File: src/kse_pkg.sv
`timescale 1ns / 1ps
// ----------------------------------------------------------------------------
// Keystroke sequence escaper package
// Shared types, character codes and text tables for the escaper.
// ----------------------------------------------------------------------------
package kse_pkg;

   localparam int QUEUE_DEPTH = 4;
   localparam int QUEUE_PTR_W = $clog2(QUEUE_DEPTH);
   localparam int QUEUE_CNT_W = $clog2(QUEUE_DEPTH + 1);

   localparam int TEXT_CHARS = 12;
   localparam int TEXT_BITS  = 8 * TEXT_CHARS;
   localparam int OFF_W      = 4;

   localparam logic [7:0] CHAR_PLUS     = 8'h2B;
   localparam logic [7:0] CHAR_AT       = 8'h40;
   localparam logic [7:0] CHAR_PERCENT  = 8'h25;
   localparam logic [7:0] CHAR_LBRACE   = 8'h7B;
   localparam logic [7:0] CHAR_RBRACE   = 8'h7D;
   localparam logic [7:0] CHAR_LPAREN   = 8'h28;
   localparam logic [7:0] CHAR_RPAREN   = 8'h29;
   localparam logic [7:0] CHAR_TILDE    = 8'h7E;
   localparam logic [7:0] CHAR_CARET    = 8'h5E;
   localparam logic [7:0] CHAR_QUOTE    = 8'h22;
   localparam logic [7:0] CHAR_APOS     = 8'h27;
   localparam logic [7:0] CHAR_BACKTICK = 8'h60;
   localparam logic [7:0] CHAR_HIGH_MIN = 8'h7F;
   localparam logic [6:0] CHAR_ZERO     = 7'h30;
   localparam logic [6:0] CHAR_CLOSE    = 7'h7D;

   localparam logic [TEXT_BITS-1:0] ALT_HEAD_TEXT   = "%({NUMPAD0} ";
   localparam logic [TEXT_BITS-1:0] DIGIT_HEAD_TEXT = "{NUMPAD     ";
   localparam logic [OFF_W-1:0]     ALT_HEAD_LAST   = 4'd10;
   localparam logic [OFF_W-1:0]     DIGIT_CHAR_OFF  = 4'd7;
   localparam logic [OFF_W-1:0]     DIGIT_LAST_OFF  = 4'd8;

   typedef enum logic [1:0] {
      KIND_PLAIN = 2'd0,
      KIND_TAG   = 2'd1,
      KIND_ALT   = 2'd2
   } kind_type;

   typedef enum logic [2:0] {
      TAG_PLUS    = 3'd0,
      TAG_AT      = 3'd1,
      TAG_PERCENT = 3'd2,
      TAG_LBRACE  = 3'd3,
      TAG_RBRACE  = 3'd4,
      TAG_LPAREN  = 3'd5,
      TAG_RPAREN  = 3'd6
   } tag_type;

   typedef struct packed {
      kind_type        kind;
      tag_type         tag;
      logic [6:0]      plain_char;
      logic [2:0][3:0] digits;
      logic [1:0]      first_digit;
   } item_type;

   typedef struct packed {
      logic     valid;
      item_type item;
   } head_type;

   typedef struct packed {
      logic busy;
      logic pop;
   } back_status_type;

   function automatic logic [TEXT_BITS-1:0] tag_text(input tag_type tag);
      logic [TEXT_BITS-1:0] text;
      unique case (tag)
         TAG_PLUS:    text = "{PLUS}      ";
         TAG_AT:      text = "{AT}        ";
         TAG_PERCENT: text = "{PERCENT}   ";
         TAG_LBRACE:  text = "{LEFTBRACE} ";
         TAG_RBRACE:  text = "{RIGHTBRACE}";
         TAG_LPAREN:  text = "{LEFTPAREN} ";
         TAG_RPAREN:  text = "{RIGHTPAREN}";
         default:     text = "{PLUS}      ";
      endcase
      return text;
   endfunction

   function automatic logic [OFF_W-1:0] tag_last(input tag_type tag);
      logic [OFF_W-1:0] last;
      unique case (tag)
         TAG_PLUS:    last = 4'd5;
         TAG_AT:      last = 4'd3;
         TAG_PERCENT: last = 4'd8;
         TAG_LBRACE:  last = 4'd10;
         TAG_RBRACE:  last = 4'd11;
         TAG_LPAREN:  last = 4'd10;
         TAG_RPAREN:  last = 4'd11;
         default:     last = 4'd5;
      endcase
      return last;
   endfunction

   function automatic logic [6:0] text_char(input logic [TEXT_BITS-1:0] text,
                                            input logic [OFF_W-1:0]     off);
      logic [TEXT_BITS-1:0] shifted;
      shifted = text >> (8 * (TEXT_CHARS - 1 - int'(off)));
      return shifted[6:0];
   endfunction

endpackage

File: src/kse_front.sv
`timescale 1ns / 1ps
// ----------------------------------------------------------------------------
// Escaper front end
// Classifies each incoming character and splits Alt codes into digits.
// ----------------------------------------------------------------------------
module kse_front (
   input  logic [7:0]        in_char,
   output kse_pkg::item_type item
);

   logic [1:0]  hundreds;
   logic [6:0]  rest;
   logic [14:0] tens_product;
   logic [3:0]  tens;
   logic [3:0]  ones;
   logic [1:0]  digit_count;

   // Decimal digits and their count; tens digit of a value below 100 by multiplying with 205 / 2048.
   always_comb begin
      if (in_char >= 8'd200) begin
         hundreds = 2'd2;
         rest     = 7'(in_char - 8'd200);
      end else if (in_char >= 8'd100) begin
         hundreds = 2'd1;
         rest     = 7'(in_char - 8'd100);
      end else begin
         hundreds = 2'd0;
         rest     = in_char[6:0];
      end
      tens_product = 15'(rest) * 15'd205;
      tens         = tens_product[14:11];
      ones         = 4'(rest - 7'(tens) * 7'd10);
      if (in_char >= 8'd100) begin
         digit_count = 2'd3;
      end else if (in_char >= 8'd10) begin
         digit_count = 2'd2;
      end else begin
         digit_count = 2'd1;
      end
   end

   always_comb begin
      item.kind        = kse_pkg::KIND_PLAIN;
      item.tag         = kse_pkg::TAG_PLUS;
      item.plain_char  = in_char[6:0];
      item.digits      = {{2'b00, hundreds}, tens, ones};
      item.first_digit = digit_count - 2'd1;
      unique case (in_char) inside
         kse_pkg::CHAR_PLUS: begin
            item.kind = kse_pkg::KIND_TAG;
            item.tag  = kse_pkg::TAG_PLUS;
         end
         kse_pkg::CHAR_AT: begin
            item.kind = kse_pkg::KIND_TAG;
            item.tag  = kse_pkg::TAG_AT;
         end
         kse_pkg::CHAR_PERCENT: begin
            item.kind = kse_pkg::KIND_TAG;
            item.tag  = kse_pkg::TAG_PERCENT;
         end
         kse_pkg::CHAR_LBRACE: begin
            item.kind = kse_pkg::KIND_TAG;
            item.tag  = kse_pkg::TAG_LBRACE;
         end
         kse_pkg::CHAR_RBRACE: begin
            item.kind = kse_pkg::KIND_TAG;
            item.tag  = kse_pkg::TAG_RBRACE;
         end
         kse_pkg::CHAR_LPAREN: begin
            item.kind = kse_pkg::KIND_TAG;
            item.tag  = kse_pkg::TAG_LPAREN;
         end
         kse_pkg::CHAR_RPAREN: begin
            item.kind = kse_pkg::KIND_TAG;
            item.tag  = kse_pkg::TAG_RPAREN;
         end
         kse_pkg::CHAR_TILDE, kse_pkg::CHAR_CARET, kse_pkg::CHAR_QUOTE,
         kse_pkg::CHAR_APOS, kse_pkg::CHAR_BACKTICK: begin
            item.kind = kse_pkg::KIND_ALT;
         end
         default: begin
            if (in_char >= kse_pkg::CHAR_HIGH_MIN) begin
               item.kind = kse_pkg::KIND_ALT;
            end
         end
      endcase
   end

endmodule

File: src/kse_queue.sv
`timescale 1ns / 1ps
// ----------------------------------------------------------------------------
// Escaper item queue
// Short first-in first-out buffer between the front end and the back end.
// ----------------------------------------------------------------------------
module kse_queue (
   input  logic              clock,
   input  logic              reset,
   input  logic              push,
   input  kse_pkg::item_type push_item,
   output logic              full,
   input  logic              pop,
   output kse_pkg::head_type head
);

   kse_pkg::item_type                 entries_ff [kse_pkg::QUEUE_DEPTH];
   logic [kse_pkg::QUEUE_PTR_W-1:0]   wr_ptr_ff, wr_ptr_in;
   logic [kse_pkg::QUEUE_PTR_W-1:0]   rd_ptr_ff, rd_ptr_in;
   logic [kse_pkg::QUEUE_CNT_W-1:0]   count_ff, count_in;
   logic                              do_push;
   logic                              do_pop;

   assign full       = (count_ff == kse_pkg::QUEUE_CNT_W'(kse_pkg::QUEUE_DEPTH));
   assign do_push    = push && !full;
   assign do_pop     = pop && (count_ff != '0);
   assign head.valid = (count_ff != '0);
   assign head.item  = entries_ff[rd_ptr_ff];

   always_comb begin
      wr_ptr_in = do_push ? wr_ptr_ff + 1'b1 : wr_ptr_ff;
      rd_ptr_in = do_pop ? rd_ptr_ff + 1'b1 : rd_ptr_ff;
      count_in  = count_ff;
      if (do_push && !do_pop) begin
         count_in = count_ff + 1'b1;
      end else if (!do_push && do_pop) begin
         count_in = count_ff - 1'b1;
      end
   end

   always_ff @(posedge clock) begin
      if (reset) begin
         wr_ptr_ff <= '0;
         rd_ptr_ff <= '0;
         count_ff  <= '0;
      end else begin
         wr_ptr_ff <= wr_ptr_in;
         rd_ptr_ff <= rd_ptr_in;
         count_ff  <= count_in;
      end
   end

   always_ff @(posedge clock) begin
      if (do_push) begin
         entries_ff[wr_ptr_ff] <= push_item;
      end
   end

endmodule

File: src/kse_back.sv
`timescale 1ns / 1ps
// ----------------------------------------------------------------------------
// Escaper back end
// Walks the queue head through its escaped text, one character per beat.
// ----------------------------------------------------------------------------
module kse_back (
   input  logic                     clock,
   input  logic                     reset,
   input  kse_pkg::head_type        head,
   output kse_pkg::back_status_type status,
   output logic                     rsp_valid,
   input  logic                     rsp_take,
   output logic [6:0]               rsp_char,
   output logic                     rsp_last
);

   typedef enum logic [2:0] {
      ST_TEXT  = 3'b001,
      ST_DIGIT = 3'b010,
      ST_CLOSE = 3'b100
   } state_type;

   state_type                state_ff, state_in;
   logic [kse_pkg::OFF_W-1:0] off_ff, off_in;
   logic [1:0]               dsel_ff, dsel_in;
   logic                     valid_ff, valid_in;
   logic [6:0]               char_ff;
   logic                     last_ff;
   logic [6:0]               char_w;
   logic                     last_w;
   logic                     advance;
   logic                     head_pop;

   assign advance       = head.valid && (!valid_ff || rsp_take);
   assign status.busy   = (state_ff != ST_TEXT) || (off_ff != '0);
   assign status.pop    = head_pop;
   assign rsp_valid     = valid_ff;
   assign rsp_char      = char_ff;
   assign rsp_last      = last_ff;
   assign valid_in      = advance || (valid_ff && !rsp_take);

   always_comb begin
      char_w   = head.item.plain_char;
      last_w   = 1'b0;
      state_in = state_ff;
      off_in   = off_ff;
      dsel_in  = dsel_ff;
      head_pop = 1'b0;
      unique case (state_ff)
         ST_TEXT: begin
            case (head.item.kind)
               kse_pkg::KIND_TAG: begin
                  char_w = kse_pkg::text_char(kse_pkg::tag_text(head.item.tag), off_ff);
                  last_w = (off_ff == kse_pkg::tag_last(head.item.tag));
               end
               kse_pkg::KIND_ALT: begin
                  char_w = kse_pkg::text_char(kse_pkg::ALT_HEAD_TEXT, off_ff);
               end
               default: begin
                  last_w = 1'b1;
               end
            endcase
            if (advance) begin
               if (last_w) begin
                  off_in   = '0;
                  head_pop = 1'b1;
               end else if (head.item.kind == kse_pkg::KIND_ALT &&
                            off_ff == kse_pkg::ALT_HEAD_LAST) begin
                  state_in = ST_DIGIT;
                  off_in   = '0;
                  dsel_in  = head.item.first_digit;
               end else begin
                  off_in = off_ff + 1'b1;
               end
            end
         end
         ST_DIGIT: begin
            if (off_ff < kse_pkg::DIGIT_CHAR_OFF) begin
               char_w = kse_pkg::text_char(kse_pkg::DIGIT_HEAD_TEXT, off_ff);
            end else if (off_ff == kse_pkg::DIGIT_CHAR_OFF) begin
               char_w = kse_pkg::CHAR_ZERO + 7'(head.item.digits[dsel_ff]);
            end else begin
               char_w = kse_pkg::CHAR_CLOSE;
            end
            if (advance) begin
               if (off_ff == kse_pkg::DIGIT_LAST_OFF) begin
                  off_in = '0;
                  if (dsel_ff == 2'd0) begin
                     state_in = ST_CLOSE;
                  end else begin
                     dsel_in = dsel_ff - 2'd1;
                  end
               end else begin
                  off_in = off_ff + 1'b1;
               end
            end
         end
         ST_CLOSE: begin
            char_w = 7'(kse_pkg::CHAR_RPAREN);
            last_w = 1'b1;
            if (advance) begin
               state_in = ST_TEXT;
               off_in   = '0;
               head_pop = 1'b1;
            end
         end
         default: begin
            state_in = ST_TEXT;
            off_in   = '0;
         end
      endcase
   end

   always_ff @(posedge clock) begin
      if (reset) begin
         state_ff <= ST_TEXT;
         off_ff   <= '0;
         dsel_ff  <= '0;
         valid_ff <= 1'b0;
      end else begin
         state_ff <= state_in;
         off_ff   <= off_in;
         dsel_ff  <= dsel_in;
         valid_ff <= valid_in;
      end
   end

   always_ff @(posedge clock) begin
      if (advance) begin
         char_ff <= char_w;
         last_ff <= last_w;
      end
   end

endmodule

File: src/keystroke_sequence_escaper.sv
`timescale 1ns / 1ps
// ----------------------------------------------------------------------------
// Keystroke sequence escaper
// Turns each input character into its escaped keystroke text.
//
//   Channel    Handshake            Payload
//   input      push / full          req_in_char[7:0]
//   result     empty / pop          rsp_out_char[6:0], rsp_last_in_run
//
// Each result beat carries one character; an input yields a run of 1 to 39.
// The back end emits one character per cycle while an item waits and pop takes
// each beat; a plain character is a single beat and an escaped one a full run.
// A four-entry queue lets the input side keep accepting during long runs.
// Reset is synchronous and empties the queue and the result register.
// ----------------------------------------------------------------------------
module keystroke_sequence_escaper (
   input  logic       clock,
   input  logic       reset,
   input  logic       push,
   output logic       full,
   input  logic [7:0] req_in_char,
   output logic       empty,
   input  logic       pop,
   output logic [6:0] rsp_out_char,
   output logic       rsp_last_in_run
);

   kse_pkg::item_type        front_item;
   kse_pkg::head_type        head;
   kse_pkg::back_status_type back_status;
   logic                     rsp_valid;

   assign empty = !rsp_valid;

   kse_front u_front (
      .in_char (req_in_char),
      .item    (front_item)
   );

   kse_queue u_queue (
      .clock     (clock),
      .reset     (reset),
      .push      (push),
      .push_item (front_item),
      .full      (full),
      .pop       (back_status.pop),
      .head      (head)
   );

   kse_back u_back (
      .clock     (clock),
      .reset     (reset),
      .head      (head),
      .status    (back_status),
      .rsp_valid (rsp_valid),
      .rsp_take  (pop),
      .rsp_char  (rsp_out_char),
      .rsp_last  (rsp_last_in_run)
   );

   a_pop_needs_head : assert property (@(posedge clock) disable iff (reset)
      back_status.pop |-> head.valid)
      else $error("Queue popped while empty.");

   a_busy_needs_head : assert property (@(posedge clock) disable iff (reset)
      back_status.busy |-> head.valid)
      else $error("Run in progress without a queued item.");

   a_run_continues : assert property (@(posedge clock) disable iff (reset)
      (pop && !empty && !rsp_last_in_run) |=> !empty)
      else $error("Run stopped before its last character.");

endmodule

File: config.mk
export PLATFORM = sky130hd
export DESIGN_NAME = keystroke_sequence_escaper
export DESIGN_NICKNAME = d
export VERILOG_FILES = /design/src/kse_pkg.sv /design/src/kse_front.sv /design/src/kse_queue.sv /design/src/kse_back.sv /design/src/keystroke_sequence_escaper.sv
export SDC_FILE = /design/constraint.sdc
export NUM_CORES = 1
export LEC_CHECK = 0
export BUFFER_PORTS_ARGS = -buffer_cell sky130_fd_sc_hd__buf_2
export CAP_MARGIN = 30
export CORE_AREA = 4 4 182 184
export DETAILED_ROUTE_END_ITERATION = 8
export DIE_AREA = 0 0 186 188
export PLACE_DENSITY = 0.49
export SYNTH_ARGS = -nofsm -noshare
export SYNTH_HDL_FRONTEND = slang
export SYNTH_SLANG_ARGS = --single-unit
File: constraint.sdc
create_clock -name clock -period 12 [get_ports clock]
set_input_delay 1.2 -clock clock [delete_from_list [all_inputs] [get_ports clock]]
set_output_delay 1.2 -clock clock [all_outputs]
set_load 0.1 [all_outputs]
==> results.md <==
* Critical path fanouts, max at 12
* Total GRT Usage at 11.3%
* Iter 0 DRT Violations at 486
* Worst hold path type: reg -> reg
* WP buf/inv at 6
* Kind of critical path: in -> reg
* DIE AREA at 0.0350 sq mm
* Root buf cell: clkbuf_16
* Layout cells sized above 1 at 15.0%
* Commonest non-fill, non-tap cells in the layout: 100 x edfxtp_1, 56 x ha_1, 50 x nor2_1, 48 x inv_1, 44 x o21ai_0
* Nets@finish at 805
* Final WL at 19500 um
* Yosys warnings at 0
* Run status: completed
* Total CTS buffers at 17
* PD cells at 251 mW/mm^2
* Total power at 2.23 mW
* Setup_tns at 0 ps
* Critical path data arrival time at 7800 ps
* Cells after DPL at 1110
* Global-route wire length before repair at 31400 um
* Routed len/inst at 17.0 um
* Yosys top cell by area: edfxtp_1
* GR Overflow Total at 0
* Worst-margin pin slew at 883 ps
* Final hold violation count at 0
* Max Buffers Root-to-Sink at 2
* Vias at 5744
* Final Cell Area at 0.00889 sq mm
* Min Clock Period, post-route at 7660 ps
* Fin crit share at 63.8%
* Antenna violations before repair at 0
* RD Place Congestion at 0.887
* Starting utilization of the core area at 24.9%
* Slew Viols, Final at 0
* Leak Pwr at 3.28 nW
* Post-synth net total at 803
* Largest net degree at the start of global routing at 35
* Final HPWL DP at 13200 um
* H-Tree Depth at 4
* Most frequent CP cell: ha_1
* Clk slew on worst S/H paths at 60 ps
* IR drop worst, VDD at 0.000106 V
* Die Y at 188 um
* Async SR Flop Fraction at 0%
* Core area at 0.0314 sq mm
* I/O pins at 22
* Maxcap violations at 0
* I/O Buffers at 21
* Antenna diodes at 0
* Fmax achieved at 131 MHz
* P&R area growth vs syn at 13.9%
* CP required at 12140 ps
* Post-CTS Hold Fix Bufs at 0
* ANT nets after route at 0
* Share of the synthesized area in the top cell type at 38.5%
* Count of state elements after synthesis at 119
* Row cnt at 65
* Final setup viols at 0
* Vias in the first global route at 5631
* Rel. slew slack at 41.1%
* Clock sinks at 119
* Clk_skew at 13.5 ps
* Mapped Area at 0.00780 sq mm
* Drt pass-1 iters at 5
* Die extent in x at 186 um
* Fin cells at 1142
* Ys flop type: edfxtp_1
* Post_cts resized at 0
* Area of placed instances at 0.00830 sq mm
* Synth top area cells: edfxtp_1 38%, ha_1 9.0%, mux4_2 6.6%, dfxtp_1 4.9%, o21ai_0 2.8%
* Post-CTS setup buffer count at 0
* DRC viols at 0
* Max incr delay on CP at 640 ps
* Vias per cell at 5.03
* Clk_lat worst skew at 420 ps
* Cell count after synthesis at 725
* Seq/Total Area, Yosys at 43.4%
* Cell variety after synth at 83
* Critical path's slowest cell: o311ai_1
* Startpoint Class: input port
* CTS tree: yes
* EDFF count, synth at 100
* Most common cell after layout, fill and taps aside: edfxtp_1
* Unrepaired setup endpoints after global routing: false
* Worst setup EP type: flip-flop
* Crit path max-delay family: adder cells
* Avg Cell Area, Syn at 10.8 sq um
* Fin util at 28.3%
-- worst min-delay path, cell delays in order (launching register included) --
cell	delay (ps)
dfxtp_1	320
nand2_1	60
a21oi_1	50
-- path summary, 6_finish.rpt --
kind,from,end,slack [ps],cells past startpoint
setup reg to reg,flip-flop,u_queue.count_ff[2],7620,14
hold / removal,u_back.rsp_valid,u_back.rsp_valid,480,2
hold reg to reg,u_back.rsp_valid,u_back.rsp_valid,480,2
setup / recovery,req_in_char[2],u_queue.entries_ff[0][5],4340,27
-- through the flow --
stage	worst slack (ps)	hold slack [ps]
finish	4340	480
floorplan	5040	445
global placement	4120	472
CTS	4290	483
detailed placement	3870	475
global route	3730	504
-- registers in the layout, summed over array words and instances (netlist names), named ones only --
| name | flops |
|---|---|
| u_back.state_ff | 3 |
| u_back.rsp_last | 1 |
| u_back.dsel_ff | 2 |
| u_queue.rd_ptr_ff | 2 |
| u_queue.count_ff | 3 |
| u_back.off_ff | 4 |
| u_queue.entries_ff | 92 |
| u_back.rsp_valid | 1 |
| u_queue.wr_ptr_ff | 2 |
| u_back.rsp_char | 7 |
-- final cells by class --
class / instances / area [sq um]
fillers: 3267 / 22500
multi-input cells: 502 / 4010
flip-flops and latches: 119 / 3380
well taps: 402 / 503
clock buffers: 17 / 425
inverters: 55 / 209
repair buffers: 32 / 188
clock inverters: 15 / 166
-- layer usage --
metal	wire, um	up-vias	part of all wire [%]	track usage, %
met4	286	0	1.5	3.36
met1	9150	2828	47	16.0
li1	-	2728	-	-
met5	0	-	0	0
met3	919	25	4.7	1.86
met2	9100	163	47	17.6
-- cells in the mapped netlist, types with 5 or more instances --
master and count:
edfxtp_1 100, ha_1 56, nor2_1 50, inv_1 48, o21ai_0 44, a21oi_1 42, nand2_1 41, clkbuf_1 35
mux4_2 23, nand3_1 20, dfxtp_1 19, nor3_1 18, nor2b_1 13, a31oi_1 11, buf_2 10, fa_1 10
xnor2_1 10, and3_1 9, and2_1 8, a211oi_1 7, o31ai_1 7, a21o_1 6, nand2b_1 6, o22ai_1 6
a211o_1 5, a32oi_1 5, mux2i_1 5, o211ai_1 5, or3_1 5, xor2_1 5
-- where the power goes --
| group | leakage (nW) | internal, mW | switching [mW] |
|---|---|---|---|
| clock network | 0.294 | 0.311 | 0.201 |
| registers | 1.10 | 0.593 | 0.0209 |
| logic | 1.89 | 0.387 | 0.715 |
| total | 3.28 | 1.29 | 0.937 |
-- cells by family after synthesis --
group	count (synthesis)	synth area share [%]
fa+ha+maj	66	11.5
buf+inv	104	5.29
mux	33	8.00
xor+xnor	16	1.97
flops	119	43.4
simple gates	198	13.1
compound gates	189	16.8
Note: power is estimated with default switching activity, not from simulation.
